$ cat src/sv/sdfvb_pkg.sv
// sdfvb_pkg: shared types and constants of the voxel brush update pipeline
// no dependencies; used by sdfvb_isqrt, sdfvb_div, sdf_voxel_brush_update and tb_top
`timescale 1ns / 1ps

package sdfvb_pkg;

  // configuration register indexes
  localparam logic [2:0] REG_CENTER_X   = 3'd0;
  localparam logic [2:0] REG_CENTER_Y   = 3'd1;
  localparam logic [2:0] REG_CENTER_Z   = 3'd2;
  localparam logic [2:0] REG_RADIUS     = 3'd3;
  localparam logic [2:0] REG_STRENGTH   = 3'd4;
  localparam logic [2:0] REG_MODE       = 3'd5;
  localparam logic [2:0] REG_PROFILE    = 3'd6;
  localparam logic [2:0] REG_HAS_ORIG   = 3'd7;

  typedef enum logic [1:0] {
    KIND_CARVE  = 2'd0,
    KIND_FILL   = 2'd1,
    KIND_SMOOTH = 2'd2,
    KIND_NONE   = 2'd3
  } kind_t;

  typedef enum logic [1:0] {
    FALL_CONST  = 2'd0,
    FALL_LINEAR = 2'd1,
    FALL_SMOOTH = 2'd2,
    FALL_SHARP  = 2'd3
  } fall_t;

  // square root of a 62 bit radicand, one result bit per stage
  localparam int SQ_WIDTH = 62;
  localparam int SQ_STEPS = 31;
  // t divider operand width (radius scaled by 2^12)
  localparam int DIV_WIDTH = 31;
  // floor(2^32 / 15) for the divide by sixty
  localparam logic [31:0] RECIP_15 = 32'h1111_1111;

  // per-request data that rides along the pipeline
  typedef struct packed {
    logic                  pass;
    logic                  cube;
    kind_t                 kind;
    fall_t                 fall;
    logic signed [15:0]    cur;
    logic signed [15:0]    orig;
    logic signed [19:0]    diff;
    logic [DIV_WIDTH-1:0]  m_scaled;
  } side_t;

endpackage

$ cat src/sv/sdfvb_div.sv
// sdfvb_div: pipelined restoring divider for the normalized distance t
// depends on sdfvb_pkg; num must be below den, quotient has QB bits
`timescale 1ns / 1ps

module sdfvb_div
  import sdfvb_pkg::*;
#(
  parameter int QB = 8
) (
  input  logic                  clk,
  input  logic                  rst,
  input  logic                  in_valid,
  input  logic [DIV_WIDTH-1:0]  in_num,
  input  logic [DIV_WIDTH-1:0]  den,
  input  side_t                 in_side,
  output logic                  out_valid,
  output logic [QB-1:0]         out_q,
  output side_t                 out_side
);

  logic [DIV_WIDTH-1:0] rem_s [0:QB];
  logic [QB-1:0]        q_s   [0:QB];
  side_t                side_s[0:QB];
  logic                 v_s   [0:QB];

  assign rem_s[0]  = in_num;
  assign q_s[0]    = '0;
  assign side_s[0] = in_side;
  assign v_s[0]    = in_valid;

  // den comes from a config register; the user must keep it stable while requests are in flight (not enforced here)
  for (genvar k = 0; k < QB; k++) begin : g_step
    logic [DIV_WIDTH:0] r2;
    assign r2 = {rem_s[k], 1'b0};

    always_ff @(posedge clk) begin
      if (rst) begin
        v_s[k+1] <= 1'b0;
      end else begin
        v_s[k+1] <= v_s[k];
      end
      side_s[k+1] <= side_s[k];
      if (r2 >= {1'b0, den}) begin
        rem_s[k+1] <= DIV_WIDTH'(r2 - {1'b0, den});
        q_s[k+1]   <= {q_s[k][QB-2:0], 1'b1};
      end else begin
        rem_s[k+1] <= r2[DIV_WIDTH-1:0];
        q_s[k+1]   <= {q_s[k][QB-2:0], 1'b0};
      end
    end
  end

  assign out_valid = v_s[QB];
  assign out_q     = q_s[QB];
  assign out_side  = side_s[QB];

endmodule

$ cat config.mk
export PLATFORM = sky130hd
export DESIGN_NAME = sdfvb_div
export DESIGN_NICKNAME = d
export VERILOG_FILES = /design/src/sv/sdfvb_pkg.sv /design/src/sv/sdfvb_div.sv
export SDC_FILE = /design/constraint.sdc
export NUM_CORES = 1
export LEC_CHECK = 0
export BUFFER_PORTS_ARGS = -buffer_cell sky130_fd_sc_hd__buf_2
export CELL_PAD_IN_SITES_DETAIL_PLACEMENT = 0
export CELL_PAD_IN_SITES_GLOBAL_PLACEMENT = 1
export CORE_MARGIN = 8
export CORE_UTILIZATION = 38
export DETAILED_ROUTE_END_ITERATION = 7
export PLACE_DENSITY_LB_ADDON = 0.08
export SLEW_MARGIN = 10
export SYNTH_ARGS = -nofsm -noshare
export SYNTH_HDL_FRONTEND = slang
export SYNTH_SLANG_ARGS = --single-unit
$ cat constraint.sdc
create_clock -name clk -period 4.3 [get_ports clk]
set_input_delay 0.215 -clock clk [delete_from_list [all_inputs] [get_ports clk]]
set_output_delay 0.215 -clock clk [all_outputs]
set_load 0.1 [all_outputs]
### Yosys cells after proc, flatten, opt, wreduce, memory -nomap -nowiden

Index checks and enable logic that the tools add are counted.

* flip-flop bits (word level): 973
* input port bits: 154
* word-level logic and storage cells: 124

* add/subtract/negate cells: 7
* order comparisons: 8
* muxes and demuxes: 15

Operator list (count)
* $ge A32 B31 Y1: 8
* $mux W31: 7
* $sub A31 B31 Y31: 7
* $mux W1: 8

### Longest topological paths before layout

Gate-level depths: netlist (run 1).

* word-level depth: 2
* depth in mapped cells: 14
* gate-level depth less buffers: 12

### Worst setup path before layout (run 1)

Ideal clock, no wire load.

* path type: input -> register
* start: in den[0]
* end: reg rem_s, in the netlist g_step[7].r2[2]
* library setup time: 0.121 ns
* arrival: 3.403 ns
* slack: 0.776 ns
* cell stages on the path: 11
* path through: clkinv_1 > fa_1 > a211oi_1 > o21ai_0 > a31oi_2 > nor4_2 > nor4_2 > a2111oi_2 > nor2_1 > buf_2 > mux2_2

* word-level cells in the longest chain between the ends: 2

RTL lines
* start, declared: line sdfvb_div.sv:14 `input logic [DIV_WIDTH-1:0] den,`
* $sub A31 B31 Y31 / $ge A32 B31 Y1 (equally long branches): line sdfvb_div.sv:44, sdfvb_div.sv:43
* $mux W31 (*): line sdfvb_div.sv:43 `if (r2 >= {1'b0, den}) begin`
* end signal, assigned by index: line sdfvb_div.sv:44 `rem_s[k+1] <= DIV_WIDTH'(r2 - {1'b0, den});`
* end signal, assigned by index: line sdfvb_div.sv:47 `rem_s[k+1] <= r2[DIV_WIDTH-1:0];`
* end, declared: line sdfvb_div.sv:21 `logic [DIV_WIDTH-1:0] rem_s [0:QB];`

Every way passes the cells marked *; elsewhere a longest branch is shown, timed or not.
A chain may end at the register's enable or synchronous reset.

### Worst setup path after layout (run 1)

* start: reg rem_s, in the netlist g_step[4].r2[11]
* end: reg rem_s, in the netlist g_step[5].r2[28]

* word-level cells in the longest chain between the ends: 2

RTL lines (line)
* $sub A31 B31 Y31 / $ge A32 B31 Y1 (equally long branches): sdfvb_div.sv:44, sdfvb_div.sv:43
* $mux W31 (*): sdfvb_div.sv:43

Marks and branches as above.

==> out/metrics.yaml, run 1 <==
die:
  dieArea_um2: 100000
  die_h_um: 316
  start_util_pct: 38.2
  rows: 110
  ioPinCount: 252
  core_area_um2: 89700
  die_w_um: 316
yosys:
  async_reset_ff_share_pct: 0
  synth_cell_type_count: 86
  avgSynthCellArea_um2: 11.0
  yosysSeqAreaShare_pct: 56.9
  syn_area_um2: 34300
  synth_enable_flop_cells: 0
  synth_nets: 3515
  ys_warn_count: 0
  synth_flop_cell: "dfxtp_1"
  syn_inst: 3107
  ys_seq_elements: 973
worst_setup_path:
  critPathMaxFanout: 8
  start_kind: "register"
  cp.required_ns: 4.84
  path_class: "reg2reg"
  crit_arrival_ns: 3.97
  end_kind: "register"
clock_tree:
  hold_buffers: 122
  cts_root_buf: "clkbuf_16"
  clkTransAtPathRegs_ns: 0.06
  cts_buffers: 98
  postCtsSetupBuffers: 0
  htree_levels: 3
  post_cts_resize_count: 0
  clock_sinks: 973
  insertion_delay_ns: 0.67
  cts_buffer_depth: 3
  cts_tree: "done"
detailed_routing:
  drc: 0
  vias: 22500
  firstDrtPassIters: 5
  first_iter_violations: 1117
  wl_per_cell_um: 15.9
  finalWirelength_mm: 75.2
  antenna_left: 0
  vias_per_cell: 4.76
power_and_ir_drop:
  switchingPower_uw: 10500
  finalPower_uw: 31200
  clkPwrFrac_pct: 28.0
  p_seq_share_pct: 36.3
  p_leak_uw: 0.0181
  vdd_drop_max_v: 0.000362
  p_per_area_nw_per_um2: 759
  power_frac_comb_pct: 35.7
  sw_frac_of_total_pct: 33.8
  internal_power_uw: 20600
final_layout:
  fin_cells: 4727
  drive_above_1_share_pct: 15.9
  nFillCells: 8254
  nNetsFinal: 3872
  area_growth_pct: 19.9
timing:
  setup_violations: 0
  fmax_mhz: 291
  slew_violations: 0
  final_hold_viol_count: 0
  layout_worst_path_cycle_share_pct: 79.9
  fin_skew_ns: 0.0285
  holdWs_ns: 0.0948
  rsz0062_at_grt: "no"
  slew_headroom_pct: 46.6
  setup_tns_ns: 0
  post-route-min-period_ns: 3.44
  worst_slew_pin_slew_ns: 0.791
run:
  max-cap-violations: 0
placement:
  hpwlAfterDp_mm: 57.2
  dp_cells: 4418
  io_buffers: 251
  gp_congestion: 0.902
grt:
  grt_max_degree: 61
  grt_usage_pct: 14.6
  grt_pass1_wl_mm: 117
  antenna_found_initial: 2
  gr-total-overflow: 0
  grt_pass1_vias: 22600
outcome:
  status: "finished clean"
hold_path:
  hp-class: "in2reg"
[cell type report]
type / count / area (µm²) / share of cell area (%)
Sequential cell: 973 / 19500 / 47.4
Antenna cell: 2 / 5.00 / 0.0122
Clock inverter: 32 / 450 / 1.10
Multi-Input combinational cell: 1883 / 13500 / 32.8
Clock buffer: 153 / 3000 / 7.30
Tap cell: 1176 / 1470 / 3.58
Inverter: 94 / 353 / 0.859
Timing Repair Buffer: 414 / 2850 / 6.93
[stage by stage]
stage | worst slack, ns | util, % | area, µm²
2_1_floorplan | 0.776 | - | 34300
3_3_place_gp | 0.390 | 40.6 | 36400
3_5_place_dp | 0.426 | 40.6 | 36400
4_1_cts | 0.823 | 45.8 | 41100
5_1_grt | 0.764 | 45.8 | 41100
6_report | 0.863 | 45.8 | 41100
[sequential cells by signal, indices dropped and copies added (netlist names)]
register,flops
side_s,623
out_q,8
v_s,7
out_valid,1
q_s,28
g_step.r2,217
out_side,89
[per-layer routing]
| metal | global-route usage [%] | wire, µm | vias up |
|---|---|---|---|
| li1 | - | - | 11500 |
| met1 | 18.4 | 34600 | 10400 |
| met2 | 24.5 | 34600 | 469 |
| met3 | 2.63 | 3190 | 163 |
| met4 | 6.28 | 2870 | 0 |
| met5 | 0 | 0 | - |
[worst paths after layout]
| path | start | endpoint | slack (ns) | cells past startpoint |
|---|---|---|---|---|
| hold / removal | in_num[30] | q_s[56]$_DFF_P_ | 0.09 | 4 |
| setup reg to reg | g_step[4].r2[11]$_DFF_P_ | g_step[5].r2[28]$_DFF_P_ | 0.86 | 10 |
| setup / recovery | g_step[4].r2[11]$_DFF_P_ | g_step[5].r2[28]$_DFF_P_ | 0.86 | 10 |
| hold reg to reg | side_s[265]$_DFF_P_ | side_s[176]$_DFF_P_ | 0.32 | 0 |
[Yosys cell counts, types with 15 or more instances]
cell type	n	area, µm²
nor2_1	109	409
o211ai_1	15	113
o21ai_0	233	1170
clkbuf_1	35	131
o31ai_1	23	173
buf_4	101	758
xnor2_1	104	911
dfxtp_1	973	19500
mux2_2	74	833
nand4_1	30	188
a21o_1	109	818
and3_1	18	113
buf_2	19	95.1
xor2_1	73	639
nand2b_1	30	188
o21a_1	30	225
nor2b_1	25	156
o21bai_1	36	270
nand2_1	243	912
a21oi_1	191	956
inv_1	92	345
a211oi_1	26	195
nand3_1	41	205
nor3_1	34	170
a31oi_1	15	93.8
ha_1	247	3090
[critical path, stage by stage (launching register included)]
cell and delay, ns:
dfxtp_1 0.32, ha_1 0.41, nand2_1 0.13, nor4_1 0.56, o311ai_0 0.43, and3_1 0.33
o21ba_2 0.27, o21ai_0 0.29, o22ai_1 0.16, xnor2_1 0.14, mux2_2 0.26
[cells by family after synthesis]
kind of cell | Yosys count | share of synthesized area (%)
AO/OA/AOI/OAI | 781 | 14.5
buffers and inverters | 251 | 3.93
AND/OR/NAND/NOR | 591 | 8.13
XOR/XNOR | 177 | 4.53
adder cells (fa/ha/maj) | 254 | 9.43
multiplexers | 80 | 2.62
flip-flops | 973 | 56.9
[power groups by stage]
stage	sequential, µW	combinational, µW	clock [µW]
5_1_grt	11500	12500	9410
4_1_cts	11300	11200	9050
3_5_place_dp	11500	11000	0
6_report	11300	11100	8720
2_1_floorplan	11200	8800	0
3_3_place_gp	11600	10900	0
[placed cells by master, fill, tap and decap left out, types with 30 or more instances in the layout]
cell,synthesis,final
inv_1,92,92
nor2_1,109,107
ha_1,247,247
mux2_2,74,74
o21ai_0,233,233
dlygate4sd3_1,0,122
nand2b_1,30,30
o21bai_1,36,36
nor3_1,34,34
clkbuf_16,0,99
nand3_1,41,41
xnor2_1,104,104
a21o_1,109,109
a21oi_1,191,191
o21a_1,30,30
nand2_1,243,243
buf_4,101,36
xor2_1,73,73
nand4_1,30,30
buf_2,19,251
dfxtp_1,973,973
clkbuf_8,0,32
(Power assumes the default switching activity.)
==> inputs of run 2 (changes only) <==
ABC_AREA = 1   (was not set)
clock period = 3.1 ns   (was 4.3 ns; I/O delays follow)
==> out/metrics.yaml, run 2 <==
placement:
  gp_congestion: 0.869  # -3.7%
  place_ws_ns: 0.455  # +0.0292 ns
  io_buffers: 251  # unchanged
  hpwlAfterDp_mm: 92.0  # +61%
timing:
  final_hold_viol_count: 0  # unchanged
  fin_skew_ns: 0.0415  # +0.0130 ns
  worst_slew_pin_slew_ns: 0.522  # -0.269 ns
  fmax_mhz: 404
  layout_worst_path_cycle_share_pct: 79.9
  setup_violations: 0  # unchanged
  setup_tns_ns: 0  # unchanged
  slew_violations: 0  # unchanged
  setup_ws_ns: 0.623  # -0.240 ns
  rsz0062_at_grt: "no"
  post-route-min-period_ns: 2.48
  slew_headroom_pct: 65.2  # +19 points
worst_setup_path:
  critPathMaxFanout: 15  # +7
  end_kind: "register"
  cp_cell_sequence: "dlygate4sd3_1, buf_2, inv_2, buf_4, fa_1, nand3_1, nand3_1, nand2_1, nand2_2, nand2_1, nand3_2, nand2_2, nand2_4, inv_2, buf_4, nand2_1, nand2_1"
  cp.required_ns: 3.69  # -1.15 ns
  crit_arrival_ns: 3.07  # -0.90 ns
  start_kind: "input port"
  path_class: "in2reg"
  crit_top_cell: "nand2_1"
  max_stage_delay_ns: 0.52  # -0.04 ns
  critical_path.slowest_cell: "dlygate4sd3_1"
clock_tree:
  cts_tree: "done"
  clkTransAtPathRegs_ns: 0.06  # about the same
  insertion_delay_ns: 0.68  # about the same
  post_cts_resize_count: 0  # unchanged
  hold_buffers: 123  # +0.82%
  postCtsSetupBuffers: 0  # unchanged
  htree_levels: 3  # unchanged
  clock_sinks: 973  # unchanged
  cts_buffers: 98  # unchanged
  cts_root_buf: "clkbuf_16"
  cts_buffer_depth: 3  # unchanged
die:
  dieArea_um2: 117000  # +17%
  rows: 120  # +9.1%
  core_area_um2: 106000  # +19%
  die_w_um: 343  # +8.4%
  start_util_pct: 38.1  # -0.077 points
  ioPinCount: 252  # unchanged
  die_h_um: 343  # +8.4%
detailed_routing:
  vias_per_cell: 4.42  # -7.1%
  wl_per_cell_um: 16.5  # +3.4%
  drc: 0  # unchanged
  first_iter_violations: 1771  # +59%
  vias: 31900  # +42%
  finalWirelength_mm: 119  # +58%
  firstDrtPassIters: 7  # +2
  antenna_left: 0  # unchanged
final_layout:
  finish.utilization_pct: 44.7  # -1.1 points
  antenna_cells: 0  # -2
  area_growth_pct: 17.3
  layout_common_cells: "nand2_1, dfxtp_1, inv_1, nand3_1, nor2_1"
  top_register: "side_s"
  drive_above_1_share_pct: 9.66  # -6.3 points
  largest_reg_flops: 623  # unchanged
  nNetsFinal: 6138  # +59%
  final_common_cell: "nand2_1"
yosys:
  async_reset_ff_share_pct: 0  # unchanged
  synth_enable_flop_cells: 0  # unchanged
  avgSynthCellArea_um2: 7.58  # -31%
  yosysSeqAreaShare_pct: 48.0  # -8.8 points
  ys_seq_elements: 973  # unchanged
  ys_warn_count: 0  # unchanged
  synth_largest_area_cell: "dfxtp_1"
  synthTopCellsByCount: "nand2_1, dfxtp_1, inv_1"
  syn_inst: 5348  # +72%
  ys_top_cells_by_area: "dfxtp_1, nand2_1, inv_1"
  syn_area_um2: 40500  # +18%
  synth_flop_cell: "dfxtp_1"
  synth_cell_type_count: 37  # -57%
  yosys.area.top_type_share_pct: 48.0  # -8.8 points
  synth_most_common_cell: "nand2_1"
  synth_nets: 5756  # +64%
power_and_ir_drop:
  p_leak_uw: 0.0256  # +41%
  finalPower_uw: 47300  # +52%
  p_per_area_nw_per_um2: 995  # +31%
  vdd_drop_max_v: 0.000695  # +92%
grt:
  grtUsageMet2_pct: 34.6  # +10 points
  gr-total-overflow: 0  # unchanged
  grt_usage_pct: 20.0  # +5.4 points
  antenna_found_initial: 5  # +3
  top_usage_layer: "met2"
  grt_max_degree: 32  # -48%
  grt_pass1_vias: 30900  # +36%
  grt_use_met3_pct: 3.32  # +0.69 points
  grt_pass1_wl_mm: 180  # +54%
  use_met1_pct: 25.6  # +7.3 points
hold_path:
  hp-class: "in2reg"
run:
  max-cap-violations: 0  # unchanged
outcome:
  status: "finished clean"
run 2: cell count changes in the layout (fill, tap and decap cells not counted), moves of 69 or more:
| cell | previous run | this run |
|---|---|---|
| nand2_1 | 243 | 2071 |
| xnor2_1 | 104 | 1 |
| a21o_1 | 109 | 0 |
| a21oi_1 | 191 | 122 |
| nor2_1 | 107 | 286 |
| mux2_2 | 74 | 0 |
| inv_1 | 92 | 831 |
| o21ai_0 | 233 | 6 |
| nand3_1 | 41 | 292 |
run 2: layout make-up:
| cell class | count | area (µm²) |
|---|---|---|
| fill | 11000 | 58900 |
| sequential | 973 | 19500 |
| multi-input combinational | 3377 | 16700 |
| inverter | 854 | 3210 |
| timing repair buffer | 426 | 3000 |
| clock buffer | 134 | 2740 |
| tap | 1403 | 1760 |
| clock inverter | 44 | 654 |
run 2: worst max-delay path: cells and delay by family:
| family | cells | cell delay [ns] |
|---|---|---|
| adder cells (fa/ha/maj) | 1 | 0.51 |
| buffers and inverters | 6 | 1.34 |
| AND/OR/NAND/NOR | 10 | 1.04 |
run 2: routing by layer:
layer  wire length (µm)  vias to the layer above
li1                   -                    16900
met1              54000                    14300
met2              55800                      585
met3               5690                      150
met4               3160                        0
met5                  0                        -
run 2: stage by stage:
| step | std cells | area [µm²] | hold slack, ns |
|---|---|---|---|
| after floorplan | 5348 | 40500 | 0.183 |
| after global placement | 6910 | 42900 | 0.258 |
| after detailed placement | 6910 | 42900 | 0.259 |
| after CTS | 7211 | 47500 | 0.0476 |
| after global routing | 7211 | 47500 | 0.0535 |
| final | 7211 | 47500 | 0.103 |
run 2: final timing paths:
| check | startpoint | to | slack [ns] | cells after the start |
|---|---|---|---|---|
| max reg2reg | g_step[2].r2[13]$_DFF_P_ | g_step[3].r2[19]$_DFF_P_ | 0.64 | 14 |
| max | den[0] | g_step[6].r2[3]$_DFF_P_ | 0.62 | 17 |
| min reg2reg | side_s[314]$_DFF_P_ | side_s[225]$_DFF_P_ | 0.31 | 0 |
| min | in_side[21] | side_s[644]$_DFF_P_ | 0.10 | 2 |
run 2: logic make-up (layout without fill, tap and decap cells):
kind of cell / count (synthesis) / count (layout) / synth area share, %
and+or+nand+nor: 2850 / 2850 / 28.7
buffers and inverters: 998 / 1458 / 10.8
DFF: 973 / 973 / 48.0
adders and majority gates: 254 / 254 / 7.97
AOI/OAI and AO/OA: 168 / 168 / 2.30
xor gates and xnor gates: 105 / 105 / 2.27
run 2: where the power goes:
part / switching [µW] / internal [µW] / leakage [µW]
registers: 1570 / 14700 / 0.00821
logic: 12700 / 6280 / 0.0158
clock network: 5040 / 7050 / 0.00165
